===== config.mk =====
export PLATFORM = sky130hd
export DESIGN_NAME = pid_filtered_derivative_unit
export DESIGN_NICKNAME = d
export VERILOG_FILES = /design/src/design/pfd_pkg.sv /design/src/design/pfd_ctrl.sv /design/src/design/pfd_datapath.sv /design/src/design/pid_filtered_derivative_unit.sv
export SDC_FILE = /design/constraint.sdc
export NUM_CORES = 2
export LEC_CHECK = 0
export BUFFER_PORTS_ARGS = -buffer_cell sky130_fd_sc_hd__buf_2
export CORE_ASPECT_RATIO = 0.8
export CORE_MARGIN = 4
export CORE_UTILIZATION = 50
export CTS_BUF_LIST = sky130_fd_sc_hd__clkbuf_8
export CTS_CLUSTER_DIAMETER = 150
export DETAILED_ROUTE_END_ITERATION = 8
export HOLD_SLACK_MARGIN = 0.02
export PLACE_DENSITY = 0.67
export SYNTH_ARGS = -nofsm -noshare
export SYNTH_HDL_FRONTEND = slang
export SYNTH_SLANG_ARGS = --single-unit

===== constraint.sdc =====
create_clock -name aclk -period 33.2 [get_ports aclk]
set_input_delay 3.32 -clock aclk [delete_from_list [all_inputs] [get_ports aclk]]
set_output_delay 3.32 -clock aclk [all_outputs]
set_load 0.02 [all_outputs]

===== src/design/pfd_pkg.sv =====
`timescale 1ns / 1ps
// ----------------------------------------------------------------------------
// PID filtered derivative package
// Shared widths, register indexes, multiplier operation codes, the command
// bundle from controller to datapath and the 32-bit saturation helper.
// ----------------------------------------------------------------------------
package pfd_pkg;

    localparam int DATA_W    = 32;
    localparam int DT_W      = 20;
    localparam int OPD_W     = 33;
    localparam int PROD_W    = 2 * OPD_W;
    localparam int SUM_W     = PROD_W + 2;
    localparam int S_TDATA_W = 88;
    localparam int CFG_IDX_W = 3;
    localparam int OP_W      = 3;

    // pi scaled by 2^29, rounded to nearest
    localparam longint PI_Q29 = 64'sd1686629713;

    localparam logic [CFG_IDX_W-1:0] IDX_PROP   = 3'd0;
    localparam logic [CFG_IDX_W-1:0] IDX_INTEG  = 3'd1;
    localparam logic [CFG_IDX_W-1:0] IDX_DERIV  = 3'd2;
    localparam logic [CFG_IDX_W-1:0] IDX_FILTER = 3'd3;
    localparam logic [CFG_IDX_W-1:0] IDX_WRAP   = 3'd4;

    localparam logic [OP_W-1:0] OP_NDT   = 3'd0;
    localparam logic [OP_W-1:0] OP_KDN   = 3'd1;
    localparam logic [OP_W-1:0] OP_EDT   = 3'd2;
    localparam logic [OP_W-1:0] OP_KPE   = 3'd3;
    localparam logic [OP_W-1:0] OP_KIS   = 3'd4;
    localparam logic [OP_W-1:0] OP_DC    = 3'd5;
    localparam logic [OP_W-1:0] OP_KDIFF = 3'd6;

    typedef struct packed {
        logic            load;
        logic            calc_err;
        logic            wrap_err;
        logic            load_diff;
        logic            mul_en;
        logic [OP_W-1:0] mul_op;
        logic            finish;
        logic            clear_integ;
    } pfd_cmd_t;

    typedef struct packed {
        logic                     flag;
        logic signed [DATA_W-1:0] val;
    } clamp_t;

    function automatic clamp_t sat32(input logic signed [SUM_W-1:0] x);
        logic [SUM_W-DATA_W:0] upper;
        clamp_t                r;
        upper = x[SUM_W-1:DATA_W-1];
        if ((&upper) || (~|upper)) begin
            r.flag = 1'b0;
            r.val  = x[DATA_W-1:0];
        end else begin
            r.flag = 1'b1;
            r.val  = x[SUM_W-1] ? {1'b1, {(DATA_W-1){1'b0}}} : {1'b0, {(DATA_W-1){1'b1}}};
        end
        return r;
    endfunction

endpackage


===== src/design/pfd_ctrl.sv =====
`timescale 1ns / 1ps
// ----------------------------------------------------------------------------
// PID filtered derivative controller
// Sequences one control step through the shared multiplier and owns the
// input and output handshakes.
// ----------------------------------------------------------------------------
module pfd_ctrl (
    input  logic              aclk,
    input  logic              aresetn,
    input  logic              s_tvalid,
    output logic              s_tready,
    input  logic              s_clear,
    output logic              m_tvalid,
    input  logic              m_tready,
    output pfd_pkg::pfd_cmd_t cmd
);

    localparam logic [3:0] ST_IDLE = 4'd0;
    localparam logic [3:0] ST_ERR  = 4'd1;
    localparam logic [3:0] ST_WRAP = 4'd2;
    localparam logic [3:0] ST_MK   = 4'd3;
    localparam logic [3:0] ST_MS   = 4'd4;
    localparam logic [3:0] ST_MP   = 4'd5;
    localparam logic [3:0] ST_MI   = 4'd6;
    localparam logic [3:0] ST_MD   = 4'd7;
    localparam logic [3:0] ST_MX   = 4'd8;
    localparam logic [3:0] ST_SUM  = 4'd9;

    logic [3:0] state_reg;
    logic [3:0] state_next;
    logic       out_valid_reg;
    logic       out_valid_next;
    logic       s_fire;

    assign s_tready = (state_reg == ST_IDLE);
    assign s_fire   = s_tvalid && s_tready;
    assign m_tvalid = out_valid_reg;

    always_comb begin
        cmd            = '0;
        state_next     = state_reg;
        out_valid_next = out_valid_reg && !m_tready;
        case (state_reg)
            ST_IDLE: begin
                if (s_fire) begin
                    if (s_clear) begin
                        cmd.clear_integ = 1'b1;
                    end else begin
                        cmd.load   = 1'b1;
                        state_next = ST_ERR;
                    end
                end
            end
            ST_ERR: begin
                cmd.calc_err = 1'b1;
                cmd.mul_en   = 1'b1;
                cmd.mul_op   = pfd_pkg::OP_NDT;
                state_next   = ST_WRAP;
            end
            ST_WRAP: begin
                cmd.wrap_err = 1'b1;
                cmd.mul_en   = 1'b1;
                cmd.mul_op   = pfd_pkg::OP_KDN;
                state_next   = ST_MK;
            end
            ST_MK: begin
                cmd.load_diff = 1'b1;
                cmd.mul_en    = 1'b1;
                cmd.mul_op    = pfd_pkg::OP_EDT;
                state_next    = ST_MS;
            end
            ST_MS: begin
                cmd.mul_en = 1'b1;
                cmd.mul_op = pfd_pkg::OP_KPE;
                state_next = ST_MP;
            end
            ST_MP: begin
                cmd.mul_en = 1'b1;
                cmd.mul_op = pfd_pkg::OP_KIS;
                state_next = ST_MI;
            end
            ST_MI: begin
                cmd.mul_en = 1'b1;
                cmd.mul_op = pfd_pkg::OP_DC;
                state_next = ST_MD;
            end
            ST_MD: begin
                cmd.mul_en = 1'b1;
                cmd.mul_op = pfd_pkg::OP_KDIFF;
                state_next = ST_MX;
            end
            ST_MX: begin
                state_next = ST_SUM;
            end
            ST_SUM: begin
                if (!out_valid_reg || m_tready) begin
                    cmd.finish     = 1'b1;
                    out_valid_next = 1'b1;
                    state_next     = ST_IDLE;
                end
            end
            default: begin
                state_next = ST_IDLE;
            end
        endcase
    end

    always_ff @(posedge aclk) begin
        if (!aresetn) begin
            state_reg     <= ST_IDLE;
            out_valid_reg <= 1'b0;
        end else begin
            state_reg     <= state_next;
            out_valid_reg <= out_valid_next;
        end
    end

`ifndef SYNTHESIS
    a_clear_no_word: assert property (@(posedge aclk) disable iff (!aresetn)
        (s_fire && s_clear && !out_valid_reg) |=> !m_tvalid)
        else $error("clear command produced an output word");

    a_word_from_sum: assert property (@(posedge aclk) disable iff (!aresetn)
        $rose(out_valid_reg) |-> $past(state_reg == ST_SUM))
        else $error("output word raised outside the final state");

    a_hold_on_stall: assert property (@(posedge aclk) disable iff (!aresetn)
        (state_reg == ST_SUM && out_valid_reg && !m_tready) |=> (state_reg == ST_SUM))
        else $error("final result overwrote a stalled output word");
`endif

endmodule


===== src/design/pfd_datapath.sv =====
`timescale 1ns / 1ps
// ----------------------------------------------------------------------------
// PID filtered derivative datapath
// Configuration registers, loop state, one shared registered 33 by 33
// multiplier and a single saturating adder for post-processing.
// ----------------------------------------------------------------------------
module pfd_datapath #(
    parameter int FRAC_BITS = 16
) (
    input  logic                                  aclk,
    input  logic                                  aresetn,
    input  pfd_pkg::pfd_cmd_t                     cmd,
    input  logic [pfd_pkg::S_TDATA_W-1:0]         s_tdata,
    input  logic                                  cfg_wen,
    input  logic [pfd_pkg::CFG_IDX_W-1:0]         cfg_index,
    input  logic [pfd_pkg::DATA_W-1:0]            cfg_wdata,
    output logic [pfd_pkg::DATA_W-1:0]            drive,
    output logic                                  saturated
);

    localparam int DW  = pfd_pkg::DATA_W;
    localparam int OW  = pfd_pkg::OPD_W;
    localparam int PW  = pfd_pkg::PROD_W;
    localparam int SW  = pfd_pkg::SUM_W;
    localparam int TW  = pfd_pkg::DT_W;
    localparam longint PiL = (pfd_pkg::PI_Q29 + (64'sd1 <<< (28 - FRAC_BITS)))
                             >>> (29 - FRAC_BITS);
    localparam logic signed [DW+1:0] PI_Q     = (DW+2)'(PiL);
    localparam logic signed [DW+1:0] TWO_PI_Q = (DW+2)'(2 * PiL);
    localparam logic signed [SW-1:0] ONE_Q    = SW'(1) << FRAC_BITS;

    logic signed [DW-1:0] kp_reg, ki_reg, kd_reg;
    logic        [DW-1:0] rate_reg;
    logic                 wrap_reg;

    logic signed [DW-1:0] sp_reg, ms_reg;
    logic        [TW-1:0] dt_reg;
    logic signed [DW-1:0] e_reg, c_reg, k_reg, s_reg, p_reg;
    logic signed [OW-1:0] diff_reg;
    logic signed [SW-1:0] dacc_reg;
    logic signed [DW-1:0] prev_reg, deriv_reg, integ_reg;
    logic                 sat_reg;
    logic signed [DW-1:0] drive_reg;
    logic                 out_sat_reg;

    logic signed [OW-1:0]        a_op, b_op;
    logic signed [PW-1:0]        prod_reg;
    logic [pfd_pkg::OP_W-1:0]    prod_op_reg;
    logic                        prod_vld_reg;

    logic signed [PW-1:0]   shifted;
    logic signed [SW-1:0]   floor_val;
    logic signed [SW-1:0]   post_sum;
    pfd_pkg::clamp_t        post_cl;
    logic signed [SW-1:0]   err_sum;
    pfd_pkg::clamp_t        err_cl;
    logic signed [DW+1:0]   e_ext;
    logic signed [DW+1:0]   e_wrapped;
    logic signed [SW-1:0]   total_sum;
    pfd_pkg::clamp_t        total_cl;
    logic                   post_flag;

    always_comb begin
        case (cmd.mul_op)
            pfd_pkg::OP_NDT: begin
                a_op = {1'b0, rate_reg};
                b_op = {{(OW-TW){1'b0}}, dt_reg};
            end
            pfd_pkg::OP_KDN: begin
                a_op = {kd_reg[DW-1], kd_reg};
                b_op = {1'b0, rate_reg};
            end
            pfd_pkg::OP_EDT: begin
                a_op = {e_reg[DW-1], e_reg};
                b_op = {{(OW-TW){1'b0}}, dt_reg};
            end
            pfd_pkg::OP_KPE: begin
                a_op = {kp_reg[DW-1], kp_reg};
                b_op = {e_reg[DW-1], e_reg};
            end
            pfd_pkg::OP_KIS: begin
                a_op = {ki_reg[DW-1], ki_reg};
                b_op = {s_reg[DW-1], s_reg};
            end
            pfd_pkg::OP_DC: begin
                a_op = {deriv_reg[DW-1], deriv_reg};
                b_op = {c_reg[DW-1], c_reg};
            end
            pfd_pkg::OP_KDIFF: begin
                a_op = {k_reg[DW-1], k_reg};
                b_op = diff_reg;
            end
            default: begin
                a_op = '0;
                b_op = '0;
            end
        endcase
    end

    always_comb begin
        shifted   = prod_reg >>> FRAC_BITS;
        floor_val = {{(SW-PW){shifted[PW-1]}}, shifted};
        case (prod_op_reg)
            pfd_pkg::OP_NDT:   post_sum = ONE_Q - floor_val;
            pfd_pkg::OP_KIS:   post_sum = {{(SW-DW){integ_reg[DW-1]}}, integ_reg} + floor_val;
            pfd_pkg::OP_KDIFF: post_sum = dacc_reg + floor_val;
            default:           post_sum = floor_val;
        endcase
        post_cl   = pfd_pkg::sat32(post_sum);
        post_flag = prod_vld_reg && post_cl.flag && (prod_op_reg != pfd_pkg::OP_DC);

        err_sum = {{(SW-DW){sp_reg[DW-1]}}, sp_reg} - {{(SW-DW){ms_reg[DW-1]}}, ms_reg};
        err_cl  = pfd_pkg::sat32(err_sum);

        e_ext = {{2{e_reg[DW-1]}}, e_reg};
        if (e_ext < -PI_Q) begin
            e_wrapped = e_ext + TWO_PI_Q;
        end else if (e_ext > PI_Q) begin
            e_wrapped = e_ext - TWO_PI_Q;
        end else begin
            e_wrapped = e_ext;
        end

        total_sum = {{(SW-DW){p_reg[DW-1]}}, p_reg}
                  + {{(SW-DW){integ_reg[DW-1]}}, integ_reg}
                  + {{(SW-DW){deriv_reg[DW-1]}}, deriv_reg};
        total_cl  = pfd_pkg::sat32(total_sum);
    end

    always_ff @(posedge aclk) begin
        if (!aresetn) begin
            kp_reg       <= '0;
            ki_reg       <= '0;
            kd_reg       <= '0;
            rate_reg     <= '0;
            wrap_reg     <= 1'b0;
            prev_reg     <= '0;
            deriv_reg    <= '0;
            integ_reg    <= '0;
            prod_vld_reg <= 1'b0;
            sat_reg      <= 1'b0;
        end else begin
            if (cfg_wen) begin
                case (cfg_index)
                    pfd_pkg::IDX_PROP:   kp_reg   <= cfg_wdata;
                    pfd_pkg::IDX_INTEG:  ki_reg   <= cfg_wdata;
                    pfd_pkg::IDX_DERIV:  kd_reg   <= cfg_wdata;
                    pfd_pkg::IDX_FILTER: rate_reg <= cfg_wdata;
                    pfd_pkg::IDX_WRAP:   wrap_reg <= cfg_wdata[0];
                    default: begin
                    end
                endcase
            end
            prod_vld_reg <= cmd.mul_en;
            if (cmd.load) begin
                sat_reg <= 1'b0;
            end else begin
                sat_reg <= sat_reg | post_flag | (cmd.calc_err & err_cl.flag);
            end
            if (cmd.clear_integ) begin
                integ_reg <= '0;
            end else if (prod_vld_reg && prod_op_reg == pfd_pkg::OP_KIS) begin
                integ_reg <= post_cl.val;
            end
            if (prod_vld_reg && prod_op_reg == pfd_pkg::OP_KDIFF) begin
                deriv_reg <= post_cl.val;
                prev_reg  <= e_reg;
            end
        end
    end

    always_ff @(posedge aclk) begin
        prod_reg    <= a_op * b_op;
        prod_op_reg <= cmd.mul_op;
        if (cmd.load) begin
            sp_reg <= s_tdata[DW-1:0];
            ms_reg <= s_tdata[2*DW-1:DW];
            dt_reg <= s_tdata[2*DW+TW-1:2*DW];
        end
        if (cmd.calc_err) begin
            e_reg <= err_cl.val;
        end else if (cmd.wrap_err && wrap_reg) begin
            e_reg <= e_wrapped[DW-1:0];
        end
        if (cmd.load_diff) begin
            diff_reg <= {e_reg[DW-1], e_reg} - {prev_reg[DW-1], prev_reg};
        end
        if (prod_vld_reg) begin
            case (prod_op_reg)
                pfd_pkg::OP_NDT: c_reg    <= post_cl.val;
                pfd_pkg::OP_KDN: k_reg    <= post_cl.val;
                pfd_pkg::OP_EDT: s_reg    <= post_cl.val;
                pfd_pkg::OP_KPE: p_reg    <= post_cl.val;
                pfd_pkg::OP_DC:  dacc_reg <= floor_val;
                default: begin
                end
            endcase
        end
        if (cmd.finish) begin
            drive_reg   <= total_cl.val;
            out_sat_reg <= sat_reg | total_cl.flag;
        end
    end

    assign drive     = drive_reg;
    assign saturated = out_sat_reg;

`ifndef SYNTHESIS
    a_no_product_at_finish: assert property (@(posedge aclk) disable iff (!aresetn)
        cmd.finish |-> !prod_vld_reg)
        else $error("result formed while a product was still pending");

    a_flags_cleared_on_load: assert property (@(posedge aclk) disable iff (!aresetn)
        cmd.load |=> !sat_reg)
        else $error("saturation flag carried over into a new step");

    a_prev_follows_error: assert property (@(posedge aclk) disable iff (!aresetn)
        (prod_vld_reg && prod_op_reg == pfd_pkg::OP_KDIFF) |=> (prev_reg == e_reg))
        else $error("previous error not updated with the current error");
`endif

endmodule


===== src/design/pid_filtered_derivative_unit.sv =====
`timescale 1ns / 1ps
// ----------------------------------------------------------------------------
// PID controller with filtered derivative
// Fixed-point PID step with optional angle wrap, saturating sums and a
// forward-Euler filtered derivative term.
// ----------------------------------------------------------------------------
// Usage:
// An input word carries setpoint, measurement and time step in tdata and the
// command in tuser. Command 0 runs one control step and returns one output
// word (drive in tdata, saturation flag in tuser); command 1 clears the
// integral in the cycle it is accepted and returns nothing.
// A control step holds the block from when the word is taken until the result
// is offered, through states ERR, WRAP, MK, MS, MP, MI, MD, MX and SUM; the
// single shared 33 by 33 multiplier forms seven registered products in turn.
// s_tready is high whenever no step is in progress, even while a previous
// result still waits on the output; a stalled receiver holds only the final
// stage, which waits until the output register is free.
// Reset clears the gains, the filter rate, the wrap enable, the integral,
// the derivative term and the previous error, and drops m_tvalid.
// Configuration writes take effect at once; they must be made only while idle, which the block does not enforce.
// ----------------------------------------------------------------------------
module pid_filtered_derivative_unit #(
    parameter int FRAC_BITS = 16
) (
    input  logic                                aclk,
    input  logic                                aresetn,
    input  logic                                s_tvalid,
    output logic                                s_tready,
    // setpoint [31:0], measured [63:32], time_step [83:64], zero fill above
    input  logic [pfd_pkg::S_TDATA_W-1:0]       s_tdata,
    // command [0]
    input  logic [0:0]                          s_tuser,
    output logic                                m_tvalid,
    input  logic                                m_tready,
    // drive [31:0]
    output logic [pfd_pkg::DATA_W-1:0]          m_tdata,
    // saturated [0]
    output logic [0:0]                          m_tuser,
    input  logic                                cfg_wen,
    input  logic [pfd_pkg::CFG_IDX_W-1:0]       cfg_index,
    input  logic [pfd_pkg::DATA_W-1:0]          cfg_wdata
);

    pfd_pkg::pfd_cmd_t cmd;
    logic              sat_bit;

    pfd_ctrl u_ctrl (
        .aclk     (aclk),
        .aresetn  (aresetn),
        .s_tvalid (s_tvalid),
        .s_tready (s_tready),
        .s_clear  (s_tuser[0]),
        .m_tvalid (m_tvalid),
        .m_tready (m_tready),
        .cmd      (cmd)
    );

    pfd_datapath #(
        .FRAC_BITS (FRAC_BITS)
    ) u_datapath (
        .aclk      (aclk),
        .aresetn   (aresetn),
        .cmd       (cmd),
        .s_tdata   (s_tdata),
        .cfg_wen   (cfg_wen),
        .cfg_index (cfg_index),
        .cfg_wdata (cfg_wdata),
        .drive     (m_tdata),
        .saturated (sat_bit)
    );

    assign m_tuser = sat_bit;

endmodule

* Yosys cells after proc, flatten, opt, wreduce, memory -nomap -nowiden
Cells that the tools add are included.
** Cells by class
- Multipliers :: 1
- Add/subtract/negate cells :: 9
- Bitwise gates (word level) :: 5
- Equality and inequality tests :: 29
- Reduce and logical (&&, ||, !) cells :: 43
- Magnitude comparators :: 2
- Mux-type cells :: 31
** Operators by type and width (count)
- $pmux 33 s7 :: 1
- $mux 32 :: 7
- $pmux 68 s3 :: 1
- $pmux 33 s6 :: 1
- $reduce_and 37->1 :: 3
- $reduce_or 37->1 :: 3
- $mux 33 :: 3
- $add 68x68->68 :: 1
- $mul 33x33->66 :: 1
- $sub 32x32->33 :: 2
- $add 32x50->51 :: 1
- $add 50x50->51 :: 1
- $sub 18x50->51 const A :: 1
- $pmux 4 s10 :: 1
- $add 32x32->33 :: 1
- $add 32x20->32 const B :: 1
- $gt 32x19->1 const B :: 1
- $lt 32x19->1 const B :: 1
- $sub 32x20->32 const B :: 1
- $pmux 4 s7 :: 1
- $reduce_and 2->1 :: 11
- $eq 3x3->1 const B :: 7
- $eq 3x2->1 const B :: 6
- $eq 4x3->1 const B :: 4
- other kinds (21) :: 59
** Word-level totals
- Input bits :: 129
- Flip-flop bits (word level) :: 661
- Output and inout bits :: 35

* Longest topological paths before layout
- Word-level depth :: 10
- Gate-level depth with buffers :: 41

* Hierarchy
Synthesis repeated with hierarchy kept, for this count alone.
** Unflattened totals
- Cells, all modules :: 7811
- Area, all modules :: 73394.1 sq um
** By module, submodules not included
- pfd_datapath :: area each 73012.5 sq um, instances 1, sequential area each 16415.7 sq um, cells an instance 7764
- pfd_ctrl :: area each 381.6 sq um, instances 1, sequential area each 100.1 sq um, cells an instance 47

* Least setup slack after synthesis
No wires, ideal clock.
- Kind :: register -> register
- Start :: reg u_ctrl.state_reg[1]
- End :: reg u_datapath.prod_reg[57]
- Required time :: 33080 ps
- Setup slack :: 22745 ps
- Period minus slack after synthesis :: 10455 ps
- Stages on the path, launching flop included :: 33
- Buffers on the path :: 5
- Data arrival time :: 10335 ps
- Cell sequence :: dfxtp_1 -> clkbuf_1 -> clkbuf_1 -> nand2b_1 -> nor2_1 -> clkbuf_1 -> clkbuf_1 -> a222oi_1 -> and3_1 -> clkbuf_1 -> nor2_1 -> fa_1 -> fa_1 -> fa_1 -> inv_1 -> fa_1 -> fa_1 -> fa_1 -> inv_1 -> fa_1 -> fa_1 -> ha_1 -> nand4_1 -> or4_1 -> o2bb2ai_1 -> a21oi_1 -> o31a_1 -> o311a_1 -> o21ai_0 -> nand2_1 -> o21ai_0 -> a21boi_0 -> xnor2_1
** On the way
- Cells in the longest elaborated chain, start to end :: 6
- Elaborated cells on any way between the ends :: 19
- Those cells by class :: mul (1); eq/ne (13); mux (3); reduce/logical (2)
** Ends and longest elaborated chain
- from (decl) :: RTL line pfd_ctrl.sv:29 : logic [3:0] state_reg;
- from (signal assigned) :: RTL line pfd_ctrl.sv:113 : state_reg <= state_next;
- $eq 4x3->1 (tied with other cells) :: RTL line pfd_ctrl.sv:43 : case (state_reg)
- $pmux 4 s7 * :: RTL line pfd_ctrl.sv:43
- $eq 3x2->1 / $logic_not 3->1 (equally long branches) :: RTL line pfd_datapath.sv:64 : case (cmd.mul_op)
- $reduce_or 2->1 (no source line)
- $pmux 33 s6 :: RTL line pfd_datapath.sv:64
- $mul 33x33->66 * :: RTL line pfd_datapath.sv:173 : prod_reg <= a_op * b_op;
- to (signal assigned) :: RTL line pfd_datapath.sv:173
- to (decl) :: RTL line pfd_datapath.sv:47 : logic signed [PW-1:0] prod_reg;
Mark *: on every way between the ends. The rest lies on a longest branch, timed or not.
A chain may end at the register's enable or synchronous reset.

* Worst setup path after layout
- Start :: reg u_ctrl.state_reg[0]
- End :: reg u_datapath.prod_reg[63]
The elaborated chain is that of the path after synthesis.

==> key figures <==
Clocking
  – Post-cts resize count: 0
  – CTS HTree Levels: 3
  – Root buf cell: clkbuf_8
  – CTS Hold Bufs: 0
  – CTS Sinks: 645
  – Worst skew pair latency: 0.81 ns
  – Clk slew on worst S/H paths: 0.07 ns
  – CTS max path bufs: 3
  – CTS tree: yes
  – Setup Fix Bufs, Post-CTS: 0
  – Num CTS Buffers: 93

Synth
  – Post-synth EDFFs: 360
  – Top-count cell post-synth: inv_1
  – Area leader, netlist: fa_1
  – Top cell type's share of synthesized area: 31.27%
  – Mapped Area: 73690 µm²
  – Syn Inst Count: 8063
  – Top post-synthesis cells by area: fa_1 31%, edfxtp_1 15%, dfxtp_1 7.7%
  – Yosys cell types: 97
  – Yosys reg bits: 645
  – Most common flop cell mapped by yosys: edfxtp_1
  – Share of the yosys chip area belonging to registers: 22.41%
  – Syn_area_per_cell: 9.139 µm²
  – Syn Nets: 9764
  – Post-synthesis async set-or-reset flop share: 0%
  – Yosys warnings: 0
  – Commonest cells in the netlist: 1310 x inv_1, 1247 x nand2_1, 1151 x fa_1, 679 x nor2_1, 447 x a21oi_1

Floorplan
  – Initial Util: 50.55%
  – Die Y: 351.4 µm
  – Die area: 153600 µm²
  – # IOs: 164
  – Core area: 145800 µm²
  – Row count: 125
  – Die width: 437.2 µm

Global routing
  – Total global routing track utilization: 32.71%
  – Vias in the first global route: 60780
  – First-pass GRT wire length: 378200 µm
  – Global route overflow: 0
  – Initial antenna violation count: 26
  – Largest net degree at the start of global routing: 74

STA
  – RSZ-0062 raised after global routing: no
  – Worst Tran Pin Value: 1.325 ns
  – Relative slew slack: 11.66%
  – Fin crit period: 12.37 ns
  – Final worst path period share: 37.25%
  – Final setup TNS: 0 ns
  – Fin Clk Skew: 0.04896 ns
  – Final setup viols: 0
  – Max Freq: 0.08086 GHz
  – Slew Limit Fails: 0
  – Final hold violation count: 0

Finish
  – P&R area growth vs syn: 6.751%
  – Fill cell count: 13220
  – Area occupied by multi-input gates: 50960 µm²
  – Layout cell share with drive strength beyond 1: 7.117%
  – FF+latch area: 16520 µm²
  – Layout Nets: 9771

Drt
  – Detailed Route Iter0 Violations: 7360
  – Via count: 60800
  – Pre-antenna DRT Iters: 9
  – Number of vias per cell: 5.996
  – DR WL/cell: 24.73 µm
  – Drt drc: 0
  – Drt total wl: 250800 µm
  – Post-route ant nets: 0

Place
  – Dpl hpwl: 191500 µm
  – # port buffers: 159
  – Gp weighted congestion: 1.014

Setup path
  – Worst Path Required: 33.88 ns
  – Max incr delay on CP: 0.92 ns
  – CP Launch Type: flop
  – Crit-path max FO: 56
  – WP data arrival: 13.04 ns
  – Crit path kind: flop to flop
  – CP most frequent cell: fa_1
  – Critical path capture point type: flop
  – CP max-delay cell: nor2b_2

Job
  – Max-cap violations: 0

Min path
  – Min-Delay Path Class: flop to flop

Outcome
  – Status: finished, final reports clean

Power
  – Total power: 0.002806 W
  – Worst VDD drop: 0.00004229 V
  – Pwr dens: 35.67 nW/µm²
  – Static Leak: 36.63 nW
-- area by class of cell --
class	count	area share, %
Multi-Input combinational cell	5710	64.78
Sequential cell	645	21.00
Inverter	1314	6.273
Tap cell	1968	3.130
Timing Repair Buffer	306	2.415
Clock buffer	106	1.855
Clock inverter	69	0.4883
Antenna cell	21	0.06680
-- layout by cell type (no fill, tap or decap), drive strengths merged, types with 70 or more instances in the layout --
cell type  synthesis  routed
inv             1310    1361
nand2           1247    1247
fa              1151    1151
nor2             681     681
a21oi            448     448
ha               421     421
edfxtp           360     360
buf               27     306
dfxtp            285     285
o21ai            206     206
xnor2            159     159
a21o             147     147
clkbuf           367     106
nand3             96      96
nor3              86      86
xor2              72      72
a222oi            70      70
-- kinds of logic (layout without fill, tap and decap cells) --
family	after synthesis	in the layout	synth area share (%)
multiplexers	64	64	0.9509
flip-flops	645	645	22.41
buffers and inverters	1708	1795	8.731
adder cells (fa/ha/maj)	1578	1578	38.50
other	0	21	0
AND/OR/NAND/NOR	2522	2522	14.88
XOR/XNOR	231	231	2.746
AO/OA/AOI/OAI	1315	1315	11.78
-- through the flow --
| stage | instance area [µm²] | cells | hold WS (ns) | utilization [%] | worst slack (ns) |
|---|---|---|---|---|---|
| after floorplan | 73690 | 8063 | 0.4318 | - | 22.74 |
| after global placement | 76770 | 9943 | 0.4407 | 52.67 | 21.23 |
| after detailed placement | 76770 | 9943 | 0.4455 | 52.67 | 21.15 |
| after CTS | 78610 | 10120 | 0.4551 | 53.93 | 21.10 |
| after global routing | 78650 | 10130 | 0.4723 | 53.96 | 20.60 |
| final | 78660 | 10140 | 0.4569 | 53.97 | 20.83 |
-- per-layer routing --
metal	global-route usage, %	part of all wire [%]
met5	0	0.010
met3	9.236	13
met2	47.47	42
met1	45.09	39
met4	16.09	5.5
-- power by group --
part / total, W / switching (W) / leakage, nW / internal (W)
clock network: 0.000659 / 0.000347 / 1.10 / 0.000312
registers: 0.00101 / 0.0000771 / 5.61 / 0.000932
logic: 0.00114 / 0.000765 / 29.9 / 0.000373
total: 0.00281 / 0.00119 / 36.6 / 0.00162
-- worst max-delay path, delay by kind of cell (launching register included) --
kind | cells | cell delay (ns)
AOI/OAI and AO/OA | 8 | 3.17
xor gates and xnor gates | 1 | 0.24
adders and majority gates | 9 | 4.35
buffers and inverters | 6 | 1.39
DFF | 1 | 0.73
and+or+nand+nor | 7 | 2.30
-- path summary, 6_finish.rpt --
path | startpoint | to | slack (ns) | cells past startpoint
worst max-delay path | u_ctrl.state_reg[0] | u_datapath.prod_reg[63] | 20.83 | 31
worst min-delay path | u_datapath.prev_reg[30] | u_datapath.prev_reg[30] | 0.46 | 2
worst max register to register | u_ctrl.state_reg[0] | u_datapath.prod_reg[63] | 20.83 | 31
worst min register to register | u_datapath.prev_reg[30] | u_datapath.prev_reg[30] | 0.46 | 2
Power figures use the tool's default switching activity.
